`config.mk`:
```
export PLATFORM = sky130hd
export DESIGN_NAME = cp1252_to_utf8_lowercase
export DESIGN_NICKNAME = d
export VERILOG_FILES = /design/src/c2u_pkg.sv /design/src/c2u_decode.sv /design/src/c2u_fold.sv /design/src/c2u_encode.sv /design/src/c2u_serial.sv /design/src/cp1252_to_utf8_lowercase.sv
export SDC_FILE = /design/constraint.sdc
export NUM_CORES = 1
export LEC_CHECK = 0
export ABC_AREA = 1
export ABC_CLOCK_PERIOD_IN_PS = 2800
export BUFFER_PORTS_ARGS = -buffer_cell sky130_fd_sc_hd__clkbuf_2
export CAP_MARGIN = 10
export CORE_ASPECT_RATIO = 1.1
export CORE_MARGIN = 1.5
export CORE_UTILIZATION = 60
export DETAILED_ROUTE_END_ITERATION = 7
export GPL_TIMING_DRIVEN = 0
export PLACE_DENSITY = 0.79
export REMOVE_ABC_BUFFERS = 1
export SLEW_MARGIN = 20
export SYNTH_ARGS = -nofsm -noshare
export SYNTH_HDL_FRONTEND = slang
export SYNTH_SLANG_ARGS = --single-unit
```
`constraint.sdc`:
```
create_clock -name clk_i -period 2.8 [get_ports clk_i]
set_input_delay 0.56 -clock clk_i [delete_from_list [all_inputs] [get_ports clk_i]]
set_output_delay 0.56 -clock clk_i [all_outputs]
set_load 0.05 [all_outputs]
```
`src/c2u_pkg.sv`:
```
package c2u_pkg;

  // widths
  localparam int unsigned ByteW = 8;
  localparam int unsigned CodeW = 16;
  localparam int unsigned IdxW  = 2;

  // code point ranges and case folding
  localparam logic [ByteW-1:0] HighHead    = 8'h80;
  localparam logic [CodeW-1:0] AsciiUpLo   = 16'h0041;
  localparam logic [CodeW-1:0] AsciiUpHi   = 16'h005A;
  localparam logic [CodeW-1:0] LatinUpLo   = 16'h00C0;
  localparam logic [CodeW-1:0] LatinUpHi   = 16'h00DE;
  localparam logic [CodeW-1:0] MulSign     = 16'h00D7;
  localparam logic [CodeW-1:0] CaseOffset  = 16'h0020;
  localparam logic [CodeW-1:0] OneByteLim  = 16'h0080;
  localparam logic [CodeW-1:0] TwoByteLim  = 16'h0800;

  // utf-8 byte prefixes
  localparam logic [2:0] Lead2Tag = 3'b110;
  localparam logic [3:0] Lead3Tag = 4'b1110;
  localparam logic [1:0] ContTag  = 2'b10;

  // index of the final byte of a sequence
  localparam logic [IdxW-1:0] LastIdx1 = 2'd0;
  localparam logic [IdxW-1:0] LastIdx2 = 2'd1;
  localparam logic [IdxW-1:0] LastIdx3 = 2'd2;

  // code point with its field mark
  typedef struct packed {
    logic [CodeW-1:0] code;
    logic             last_field;
  } c2u_cp_t;

  // encoded sequence of one to three bytes
  typedef struct packed {
    logic [ByteW-1:0] b0;
    logic [ByteW-1:0] b1;
    logic [ByteW-1:0] b2;
    logic [IdxW-1:0]  last_idx;
    logic             last_field;
  } c2u_enc_t;

  // cp1252 0x80-0x9f to code point
  function automatic logic [CodeW-1:0] c2u_high_map(input logic [4:0] idx);
    logic [CodeW-1:0] cp;
    case (idx)
      5'd0:  cp = 16'h20AC;
      5'd1:  cp = 16'h0081;
      5'd2:  cp = 16'h201A;
      5'd3:  cp = 16'h0192;
      5'd4:  cp = 16'h201E;
      5'd5:  cp = 16'h2026;
      5'd6:  cp = 16'h2020;
      5'd7:  cp = 16'h2021;
      5'd8:  cp = 16'h02C6;
      5'd9:  cp = 16'h2030;
      5'd10: cp = 16'h0160;
      5'd11: cp = 16'h2039;
      5'd12: cp = 16'h0152;
      5'd13: cp = 16'h008D;
      5'd14: cp = 16'h017D;
      5'd15: cp = 16'h008F;
      5'd16: cp = 16'h0090;
      5'd17: cp = 16'h2018;
      5'd18: cp = 16'h2019;
      5'd19: cp = 16'h201C;
      5'd20: cp = 16'h201D;
      5'd21: cp = 16'h2022;
      5'd22: cp = 16'h2013;
      5'd23: cp = 16'h2014;
      5'd24: cp = 16'h02DC;
      5'd25: cp = 16'h2122;
      5'd26: cp = 16'h0161;
      5'd27: cp = 16'h203A;
      5'd28: cp = 16'h0153;
      5'd29: cp = 16'h009D;
      5'd30: cp = 16'h017E;
      default: cp = 16'h0178;
    endcase
    return cp;
  endfunction

endpackage

```
`src/c2u_decode.sv`:
```
module c2u_decode
  import c2u_pkg::*;
(
  input  logic             clk_i,
  input  logic             rst_ni,
  input  logic             valid_i,
  input  logic [ByteW-1:0] byte_i,
  input  logic             last_field_i,
  output logic             stall_o,
  output logic             valid_o,
  output c2u_cp_t          data_o,
  input  logic             stall_i
);

  logic    valid_q;
  c2u_cp_t data_q, data_d;

  // table lookup for the cp1252 high block, identity elsewhere
  always_comb begin
    data_d.last_field = last_field_i;
    if (byte_i[7:5] == HighHead[7:5]) begin
      data_d.code = c2u_high_map(byte_i[4:0]);
    end else begin
      data_d.code = {{(CodeW-ByteW){1'b0}}, byte_i};
    end
  end

  assign stall_o = valid_q & stall_i;

  // stage register
  always_ff @(posedge clk_i or negedge rst_ni) begin
    if (!rst_ni) begin
      valid_q <= 1'b0;
    end else if (!stall_o) begin
      valid_q <= valid_i;
    end
  end

  always_ff @(posedge clk_i) begin
    if (!stall_o && valid_i) begin
      data_q <= data_d;
    end
  end

  assign valid_o = valid_q;
  assign data_o  = data_q;

endmodule

```
`src/c2u_fold.sv`:
```
module c2u_fold
  import c2u_pkg::*;
(
  input  logic    clk_i,
  input  logic    rst_ni,
  input  logic    valid_i,
  input  c2u_cp_t data_i,
  output logic    stall_o,
  output logic    valid_o,
  output c2u_cp_t data_o,
  input  logic    stall_i
);

  logic    valid_q;
  c2u_cp_t data_q, data_d;
  logic    is_upper;

  // ascii and latin-1 capitals, the multiplication sign excluded
  always_comb begin
    is_upper = ((data_i.code >= AsciiUpLo) && (data_i.code <= AsciiUpHi)) ||
               ((data_i.code >= LatinUpLo) && (data_i.code <= LatinUpHi) &&
                (data_i.code != MulSign));
    data_d.last_field = data_i.last_field;
    data_d.code       = is_upper ? (data_i.code + CaseOffset) : data_i.code;
  end

  assign stall_o = valid_q & stall_i;

  // stage register
  always_ff @(posedge clk_i or negedge rst_ni) begin
    if (!rst_ni) begin
      valid_q <= 1'b0;
    end else if (!stall_o) begin
      valid_q <= valid_i;
    end
  end

  always_ff @(posedge clk_i) begin
    if (!stall_o && valid_i) begin
      data_q <= data_d;
    end
  end

  assign valid_o = valid_q;
  assign data_o  = data_q;

endmodule

```
`src/c2u_encode.sv`:
```
module c2u_encode
  import c2u_pkg::*;
(
  input  logic     clk_i,
  input  logic     rst_ni,
  input  logic     valid_i,
  input  c2u_cp_t  data_i,
  output logic     stall_o,
  output logic     valid_o,
  output c2u_enc_t data_o,
  input  logic     stall_i
);

  logic     valid_q;
  c2u_enc_t data_q, data_d;

  // split the code point into one, two or three utf-8 bytes
  always_comb begin
    data_d.last_field = data_i.last_field;
    data_d.b1         = {ContTag, data_i.code[11:6]};
    data_d.b2         = {ContTag, data_i.code[5:0]};
    if (data_i.code < OneByteLim) begin
      data_d.b0       = data_i.code[ByteW-1:0];
      data_d.last_idx = LastIdx1;
    end else if (data_i.code < TwoByteLim) begin
      data_d.b0       = {Lead2Tag, data_i.code[10:6]};
      data_d.b1       = {ContTag, data_i.code[5:0]};
      data_d.last_idx = LastIdx2;
    end else begin
      data_d.b0       = {Lead3Tag, data_i.code[15:12]};
      data_d.last_idx = LastIdx3;
    end
  end

  assign stall_o = valid_q & stall_i;

  // stage register
  always_ff @(posedge clk_i or negedge rst_ni) begin
    if (!rst_ni) begin
      valid_q <= 1'b0;
    end else if (!stall_o) begin
      valid_q <= valid_i;
    end
  end

  always_ff @(posedge clk_i) begin
    if (!stall_o && valid_i) begin
      data_q <= data_d;
    end
  end

  assign valid_o = valid_q;
  assign data_o  = data_q;

endmodule

```
`src/c2u_serial.sv`:
```
module c2u_serial
  import c2u_pkg::*;
(
  input  logic             clk_i,
  input  logic             rst_ni,
  input  logic             valid_i,
  input  c2u_enc_t         data_i,
  output logic             stall_o,
  output logic             out_valid_o,
  output logic [ByteW-1:0] utf8_byte_o,
  output logic             last_of_char_o,
  output logic             last_of_field_o,
  input  logic             out_stall_i
);

  logic            valid_q;
  c2u_enc_t        data_q;
  logic [IdxW-1:0] idx_q, idx_d;
  logic            is_last;
  logic            beat_done;
  logic            load;

  assign is_last   = (idx_q == data_q.last_idx);
  assign beat_done = valid_q & ~out_stall_i;
  // take a new sequence when empty or when its final beat leaves
  assign load      = ~valid_q | (beat_done & is_last);
  assign stall_o   = ~load;

  // byte index within the sequence
  always_comb begin
    idx_d = idx_q;
    if (load) begin
      idx_d = '0;
    end else if (beat_done) begin
      idx_d = idx_q + IdxW'(1);
    end
  end

  always_ff @(posedge clk_i or negedge rst_ni) begin
    if (!rst_ni) begin
      valid_q <= 1'b0;
      idx_q   <= '0;
    end else begin
      idx_q <= idx_d;
      if (load) begin
        valid_q <= valid_i;
      end
    end
  end

  always_ff @(posedge clk_i) begin
    if (load && valid_i) begin
      data_q <= data_i;
    end
  end

  // output byte select
  always_comb begin
    case (idx_q)
      LastIdx1: utf8_byte_o = data_q.b0;
      LastIdx2: utf8_byte_o = data_q.b1;
      default:  utf8_byte_o = data_q.b2;
    endcase
  end

  assign out_valid_o     = valid_q;
  assign last_of_char_o  = is_last;
  assign last_of_field_o = is_last & data_q.last_field;

endmodule

```
`src/cp1252_to_utf8_lowercase.sv`:
```
// CP1252 to lowercase UTF-8 transcoder. One CP1252 byte enters per beat and
// leaves as one to three UTF-8 bytes, one per output beat, with the final
// byte marked last_of_char and, for a field-ending input, last_of_field.
// The path is a table lookup stage, a case fold stage and an encode stage,
// followed by the output register that serializes the bytes. The input side
// takes an item every cycle while no stage stalls; sustained throughput is
// set by the output serializer, which holds each item until its final byte
// has left, so two-byte and three-byte characters take longer than ASCII.
// No state is kept between items.
module cp1252_to_utf8_lowercase
  import c2u_pkg::*;
(
  input  logic             clk_i,
  input  logic             rst_ni,
  input  logic             in_valid_i,
  output logic             in_stall_o,
  input  logic [ByteW-1:0] byte_in_i,
  input  logic             last_in_field_i,
  output logic             out_valid_o,
  input  logic             out_stall_i,
  output logic [ByteW-1:0] utf8_byte_o,
  output logic             last_of_char_o,
  output logic             last_of_field_o
);

  logic     dec_valid, fold_valid, enc_valid;
  logic     dec_stall, fold_stall, enc_stall;
  c2u_cp_t  dec_data, fold_data;
  c2u_enc_t enc_data;

  // code point lookup
  c2u_decode u_decode (
    .clk_i        (clk_i),
    .rst_ni       (rst_ni),
    .valid_i      (in_valid_i),
    .byte_i       (byte_in_i),
    .last_field_i (last_in_field_i),
    .stall_o      (in_stall_o),
    .valid_o      (dec_valid),
    .data_o       (dec_data),
    .stall_i      (dec_stall)
  );

  // lowercase
  c2u_fold u_fold (
    .clk_i   (clk_i),
    .rst_ni  (rst_ni),
    .valid_i (dec_valid),
    .data_i  (dec_data),
    .stall_o (dec_stall),
    .valid_o (fold_valid),
    .data_o  (fold_data),
    .stall_i (fold_stall)
  );

  // utf-8 encode
  c2u_encode u_encode (
    .clk_i   (clk_i),
    .rst_ni  (rst_ni),
    .valid_i (fold_valid),
    .data_i  (fold_data),
    .stall_o (fold_stall),
    .valid_o (enc_valid),
    .data_o  (enc_data),
    .stall_i (enc_stall)
  );

  // byte serializer and output register
  c2u_serial u_serial (
    .clk_i           (clk_i),
    .rst_ni          (rst_ni),
    .valid_i         (enc_valid),
    .data_i          (enc_data),
    .stall_o         (enc_stall),
    .out_valid_o     (out_valid_o),
    .utf8_byte_o     (utf8_byte_o),
    .last_of_char_o  (last_of_char_o),
    .last_of_field_o (last_of_field_o),
    .out_stall_i     (out_stall_i)
  );

endmodule

```
==> results.yml, run 1 <==
status:
  outcome: "finished clean"
logic_synthesis:
  syn_inst: 338
  postSynthRegisterBits: 77
  post_synth_instance_area_sq_mm: 0.00355
  syn-mean-instance-area_sq_um: 10.5
  netlist-cell-type-count: 30
  synth-seq-area-share_pct: 64.2
  yosys_warnings: 0
critical_path:
  required_ns: 2.24
  crit_path_cell_trace: "inv_1 > ha_1 > nor2_1 > a22oi_1 > nand2_1 > clkbuf_2"
  timing.critical_path.slowest_stage_cell: "sky130_fd_sc_hd__nor2_1"
  setup.worst_path.end_class: "output port"
  timing.critical_path.arrival_ns: 2.09
  worst-path-buf-inv: 2
  worst_path_largest_cell_delay_ns: 0.43
  critPathLaunchType: "flip-flop"
  critical_path_class: "reg -> out"
  cpLargestDelayFamily: "simple AND/OR/NAND/NOR gates"
  crit_path_max_fanout: 10
finish:
  antennaDiodeCount: 0
  layout-drive-gt1-share_pct: 13.6
  filler_cells_inserted: 420
  area_of_the_multi_input_gates_sq_mm: 0.00104
  layout.area.seq_sq_mm: 0.00228
  synthToLayoutAreaGrowth_pct: 12.5
  final_net_count: 386
  finish.cell_count_without_fillers: 445
die:
  chipWidth_um: 76.4
  initial_util_pct: 62.0
  design.die.area_sq_mm: 0.00639
  io_pins: 25
  area_of_the_core_region_sq_mm: 0.00573
  num_rows: 29
  dieHeight_um: 83.7
global_routing:
  largest_net_degree_at_the_start_of_global_routing: 24
  first_global_vias: 2331
  global_route.usage.total_pct: 20.0
  grt_first_pass_wirelength_mm: 9.86
  total_global_routing_overflow: 0
  grt_antenna_before_repair: 0
sta:
  timing.final.crit_period_ns: 2.65
  timing_hold_violations_final: 0
  tns_ns: 0
  fin_crit_sh_pct: 94.7
  worst_margin_slew_ns: 0.922
  rsz0062_at_grt: "false"
  clock_skew_ns: 0.00697
  slew_violations: 0
  setup_ws_ns: 0.148
  clock.fmax_mhz: 377
  finalSetupViolations: 0
  max-slew-margin-rel_pct: 38.3
  hold_slack_ns: 0.0282
clock_tree:
  post-cts-setup-buffers: 0
  path_clk_slew_ns: 0.08
  htree_levels: 3
  post_cts.resized_instances: 0
  cts-root-to-sink-buffers: 2
  clock_insertion_delay_worst_skew_ns: 0.34
  clock_sinks: 77
  cts_bufs_inserted: 9
  clk_root_buffer_cell: "sky130_fd_sc_hd__clkbuf_8"
  clock_tree_from_tritoncts: "yes"
  postCtsHoldBufs: 0
power:
  part_of_the_power_in_registers_pct: 45.7
  combinationalPowerShare_pct: 30.5
  vdd_drop_max_mv: 0.707
  power_per_cell_area_mw_per_mm2: 1140
  switching_power_mw: 1.64
  switching_share_pct: 36.0
  clock_power_share_pct: 23.7
  power.static_leakage_nw: 1.71
  power_report.internal_total_mw: 2.92
place:
  placed_cells: 429
  finalWeightedCongestion: 0.978
  io_buffer_count: 24
  place_hpwl_mm: 4.26
  detailedPlace.worstSlack_ns: 0.529
route:
  dr_total_vias: 2399
  drcViolationCount: 0
  firstDrtPassIters: 4
  drt.antenna.violating_nets: 0
  drt_wl_total_mm: 5.76
  avgViaCountPerCell: 5.39
  detail_route.wl_per_cell_um: 12.9
  drt_iter0_markers: 184
hold_path:
  class_of_the_most_critical_hold_timing_path: "in -> async"
job:
  maxCapViolCount: 0
==> layout by cell type, fill, tap and decap left out, drive strengths merged, types with 6 or more instances in the layout <==
cell type and instances:
dfrtp 6, edfxtp 71, a21oi 13, o21ai 15
nor2 30, inv 48, clkbuf 33, ha 10
nand2 82, a22oi 10, nand3 20
==> registers in the layout (all words and copies together) (netlist names) <==
register              cells
u_encode.valid_o          1
u_decode.data_o          12
u_encode.data_o          23
u_serial.out_valid_o      1
u_decode.valid_o          1
u_fold.data_o            13
u_serial.data_q          23
u_serial.idx_q            2
u_fold.valid_o            1
==> synthesized netlist by cell type (all sizes together) <==
| library cell | count | area (sq um) |
|---|---|---|
| a21oi | 13 | 65.1 |
| a22o | 3 | 26.3 |
| a22oi | 10 | 75.1 |
| a31oi | 1 | 6.26 |
| buf | 8 | 42.5 |
| clkbuf | 3 | 11.3 |
| conb | 1 | 3.75 |
| dfrtp | 6 | 150 |
| edfxtp | 71 | 2130 |
| ha | 10 | 125 |
| inv | 46 | 175 |
| nand2 | 82 | 318 |
| nand3 | 20 | 100 |
| nand4 | 5 | 31.3 |
| nor2 | 30 | 113 |
| nor3 | 3 | 20.0 |
| o211ai | 4 | 30.0 |
| o21ai | 15 | 75.1 |
| o21bai | 1 | 7.51 |
| o221ai | 1 | 8.76 |
| o22ai | 3 | 18.8 |
| xnor2 | 1 | 8.76 |
| xor2 | 1 | 8.76 |
==> cell type report <==
cell class / instances / share of cell area, %
inverter: 46 / 4.38
sequential: 77 / 57.1
timing repair buffer: 25 / 3.29
clock inverter: 7 / 3.63
clock buffer: 9 / 3.10
tap: 77 / 2.41
multi-input combinational: 204 / 26.1
==> worst paths after layout <==
kind	from	endpoint	slack, ns	cells after the start
min	rst_ni	u_serial.out_valid_o	0.03	1
min in group clk_i	last_in_field_i	u_decode.data_o[0]	0.40	1
max in group asynchronous	rst_ni	u_decode.valid_o	2.62	1
max reg2reg	u_serial.idx_q[1]	u_decode.data_o[14]	0.75	7
max	u_serial.idx_q[0]	utf8_byte_o[0]	0.15	6
min reg2reg	u_encode.data_o[3]	u_serial.data_q[3]	0.42	0
==> cells by family after synthesis <==
| group | after synthesis | share of synthesized area, % |
|---|---|---|
| buffers and inverters | 57 | 6.45 |
| AO/OA/AOI/OAI | 51 | 8.81 |
| other | 1 | 0.106 |
| XOR/XNOR | 2 | 0.493 |
| adder cells (fa/ha/maj) | 10 | 3.52 |
| flip-flops | 77 | 64.2 |
| AND/OR/NAND/NOR | 140 | 16.4 |
==> power by group through the flow <==
stage / Clock (mW) / Combinational (mW) / Sequential [mW]
5_1_grt: 1.15 / 1.54 / 2.12
3_5_place_dp: 0 / 1.40 / 2.11
6_report: 1.08 / 1.39 / 2.09
3_3_place_gp: 0 / 1.34 / 2.09
2_1_floorplan: 0 / 1.09 / 2.06
4_1_cts: 1.10 / 1.40 / 2.09
==> worst register-to-register path, cell delays in order (launching register included) <==
cell	delay [ns]
sky130_fd_sc_hd__dfrtp_1	0.39
sky130_fd_sc_hd__inv_1	0.11
sky130_fd_sc_hd__nand2_1	0.07
sky130_fd_sc_hd__nand2_1	0.08
sky130_fd_sc_hd__nand3_1	0.09
sky130_fd_sc_hd__nand4_1	0.15
sky130_fd_sc_hd__nor2_1	0.07
sky130_fd_sc_hd__nor2_1	0.70
==> through the flow <==
stage / power, mW / util, % / area [sq um]
after floorplan: 3.14 / - / 3500
after detailed placement: 3.51 / 65.0 / 3730
after CTS: 4.59 / 69.7 / 4000
final: 4.56 / 69.7 / 4000
after global placement: 3.43 / 64.8 / 3710
after global routing: 4.82 / 69.7 / 4000
==> metal layers <==
metal,global-route usage [%],part of all wire (%),up-vias
li1,-,-,1202
met2,36.6,56,85
met4,13.3,3.1,0
met3,4.48,4.0,20
met1,20.0,37,1092
met5,0,0,-
No activity file was read; power rests on OpenSTA's default activity.
==> run 2: changes to the inputs <==
--- a/config.mk
+++ b/config.mk
@@ -7,7 +7,7 @@
 export LEC_CHECK = 0
 export ABC_AREA = 1
 export ABC_CLOCK_PERIOD_IN_PS = 2800
-export BUFFER_PORTS_ARGS = -buffer_cell sky130_fd_sc_hd__clkbuf_2
+export BUFFER_PORTS_ARGS = -buffer_cell sky130_fd_sc_hd__buf_2
 export CAP_MARGIN = 10
 export CORE_ASPECT_RATIO = 1.1
 export CORE_MARGIN = 1.5
==> run 2 against run 1 <==
Net effect:
- fmax increased by 0.84%
- highest routed layer unchanged
- critical endpoint unchanged
- first-iteration DRC count increased by 3.8%
- sequential share of layout area increased by 0.32 points
- critical path type unchanged
==> results.yml, run 2 (same netlist as run 1, synthesis figures left out) <==
status:
  outcome: "finished clean"
route:
  dr_total_vias: 2410
  drt_wl_total_mm: 5.83
  drt.antenna.violating_nets: 0
  firstDrtPassIters: 5
  avgViaCountPerCell: 5.42
  drcViolationCount: 0
  drt_iter0_markers: 191
  detail_route.wl_per_cell_um: 13.1
global_routing:
  first_global_vias: 2320
  total_global_routing_overflow: 0
  grt_first_pass_wirelength_mm: 9.98
  grt_antenna_before_repair: 0
  global_route.usage.total_pct: 20.1
  largest_net_degree_at_the_start_of_global_routing: 24
critical_path:
  critical_path_class: "reg -> out"
  crit_path_cell_trace: "inv_1 > ha_1 > nor2_1 > a22oi_1 > nand2_1 > buf_2"
  timing.critical_path.arrival_ns: 2.07
  crit_path_max_fanout: 10
  timing.critical_path.slowest_stage_cell: "sky130_fd_sc_hd__dfrtp_1"
  rr_worst_depth: 7
  rrSetupSlack_ns: 0.69
  required_ns: 2.24
  critPathLaunchType: "flip-flop"
  setup.worst_path.end_class: "output port"
  worst_path_largest_cell_delay_ns: 0.41
sta:
  rsz0062_at_grt: "false"
  worst_margin_slew_ns: 0.945
  tns_ns: 0
  timing_hold_violations_final: 0
  finalSetupViolations: 0
  timing.final.crit_period_ns: 2.63
  hold_slack_ns: 0.0241
  slew_violations: 0
  fin_crit_sh_pct: 93.9
  clock.fmax_mhz: 380
  max-slew-margin-rel_pct: 36.8
  clock_skew_ns: 0.00933
clock_tree:
  clk_root_buffer_cell: "sky130_fd_sc_hd__clkbuf_8"
  cts-root-to-sink-buffers: 2
  clock_sinks: 77
  cts_bufs_inserted: 9
  clock_insertion_delay_worst_skew_ns: 0.34
  clock_tree_from_tritoncts: "yes"
  post-cts-setup-buffers: 0
  post_cts.resized_instances: 0
  htree_levels: 3
  postCtsHoldBufs: 0
  path_clk_slew_ns: 0.08
hold_path:
  class_of_the_most_critical_hold_timing_path: "in -> async"
finish:
  final_net_count: 386
  layout-drive-gt1-share_pct: 13.6
  layout.cells.most_common_list: "80 x sky130_fd_sc_hd__nand2_1, 71 x sky130_fd_sc_hd__edfxtp_1, 41 x sky130_fd_sc_hd__inv_1, 29 x sky130_fd_sc_hd__nor2_1, 24 x sky130_fd_sc_hd__buf_2"
  filler_cells_inserted: 419
  antennaDiodeCount: 0
  finish.instance_area_sq_mm: 0.00398
  synthToLayoutAreaGrowth_pct: 11.9
  layout_commonest_cell: "sky130_fd_sc_hd__nand2_1"
power:
  power_report.internal_total_mw: 2.83
  power_per_cell_area_mw_per_mm2: 1130
  clock_power_share_pct: 22.1
  part_of_the_power_in_registers_pct: 46.8
  vdd_drop_max_mv: 0.648
  switching_power_mw: 1.64
  power.static_leakage_nw: 1.69
  switching_share_pct: 36.7
  combinationalPowerShare_pct: 31.1
  overall_power_mw: 4.48
die:
  area_of_the_core_region_sq_mm: 0.00573
  dieHeight_um: 83.7
  design.die.area_sq_mm: 0.00639
  chipWidth_um: 76.4
  io_pins: 25
  initial_util_pct: 62.0
  num_rows: 29
job:
  maxCapViolCount: 0
place:
  io_buffer_count: 24
  place_hpwl_mm: 4.27
  detailed_place.area_sq_mm: 0.00373
  finalWeightedCongestion: 0.979
## run 2: routing by layer
metal	GRT usage (%)	wire, um	vias to the layer above
met5	0	0	-
li1	-	-	1201
met2	36.2	3140	105
met1	21.2	2170	1086
met4	12.6	182	0
met3	4.37	338	18
## run 2: worst max-delay path, delay by kind of cell (launching register included)
kind	cells	cell delay (ns)
AND/OR/NAND/NOR	2	0.50
flip-flops	1	0.41
buffers and inverters	2	0.34
adder cells (fa/ha/maj)	1	0.33
AO/OA/AOI/OAI	1	0.14
## run 2: area by class of cell
class	count	area, sq um	share of cell area [%]
Multi-Input combinational cell	204	1040	26.3
Sequential cell	77	2280	57.4
Inverter	46	175	4.41
Clock buffer	9	124	3.12
Tap cell	77	96.3	2.42
Timing Repair Buffer	25	131	3.31
Clock inverter	7	123	3.08
## run 2: per-stage QoR
stage               instances  setup slack [ns]  util [%]
floorplan                 327             0.395         -
global placement          428             0.244      64.8
detailed placement        429             0.497      65.0
CTS                       445             0.133      69.3
global route              445            0.0594      69.3
finish                    445             0.171      69.3
## run 2: worst paths after layout
kind | startpoint | to
worst max-delay path | u_serial.idx_q[0] | utf8_byte_o[0]
worst min-delay path | rst_ni | u_serial.out_valid_o
worst max register to register | u_serial.idx_q[0] | u_encode.data_o[26]
worst min register to register | u_encode.data_o[12] | u_serial.data_q[12]
max in group asynchronous | rst_ni | u_encode.valid_o
min in group clk_i | last_in_field_i | u_decode.data_o[0]
## run 2: power groups by stage
stage / Combinational (mW) / Clock, mW / Sequential [mW]
floorplan: 1.09 / 0 / 2.06
global placement: 1.34 / 0 / 2.09
detailed placement: 1.39 / 0 / 2.12
CTS: 1.40 / 1.01 / 2.09
global route: 1.55 / 1.05 / 2.13
finish: 1.39 / 0.991 / 2.09
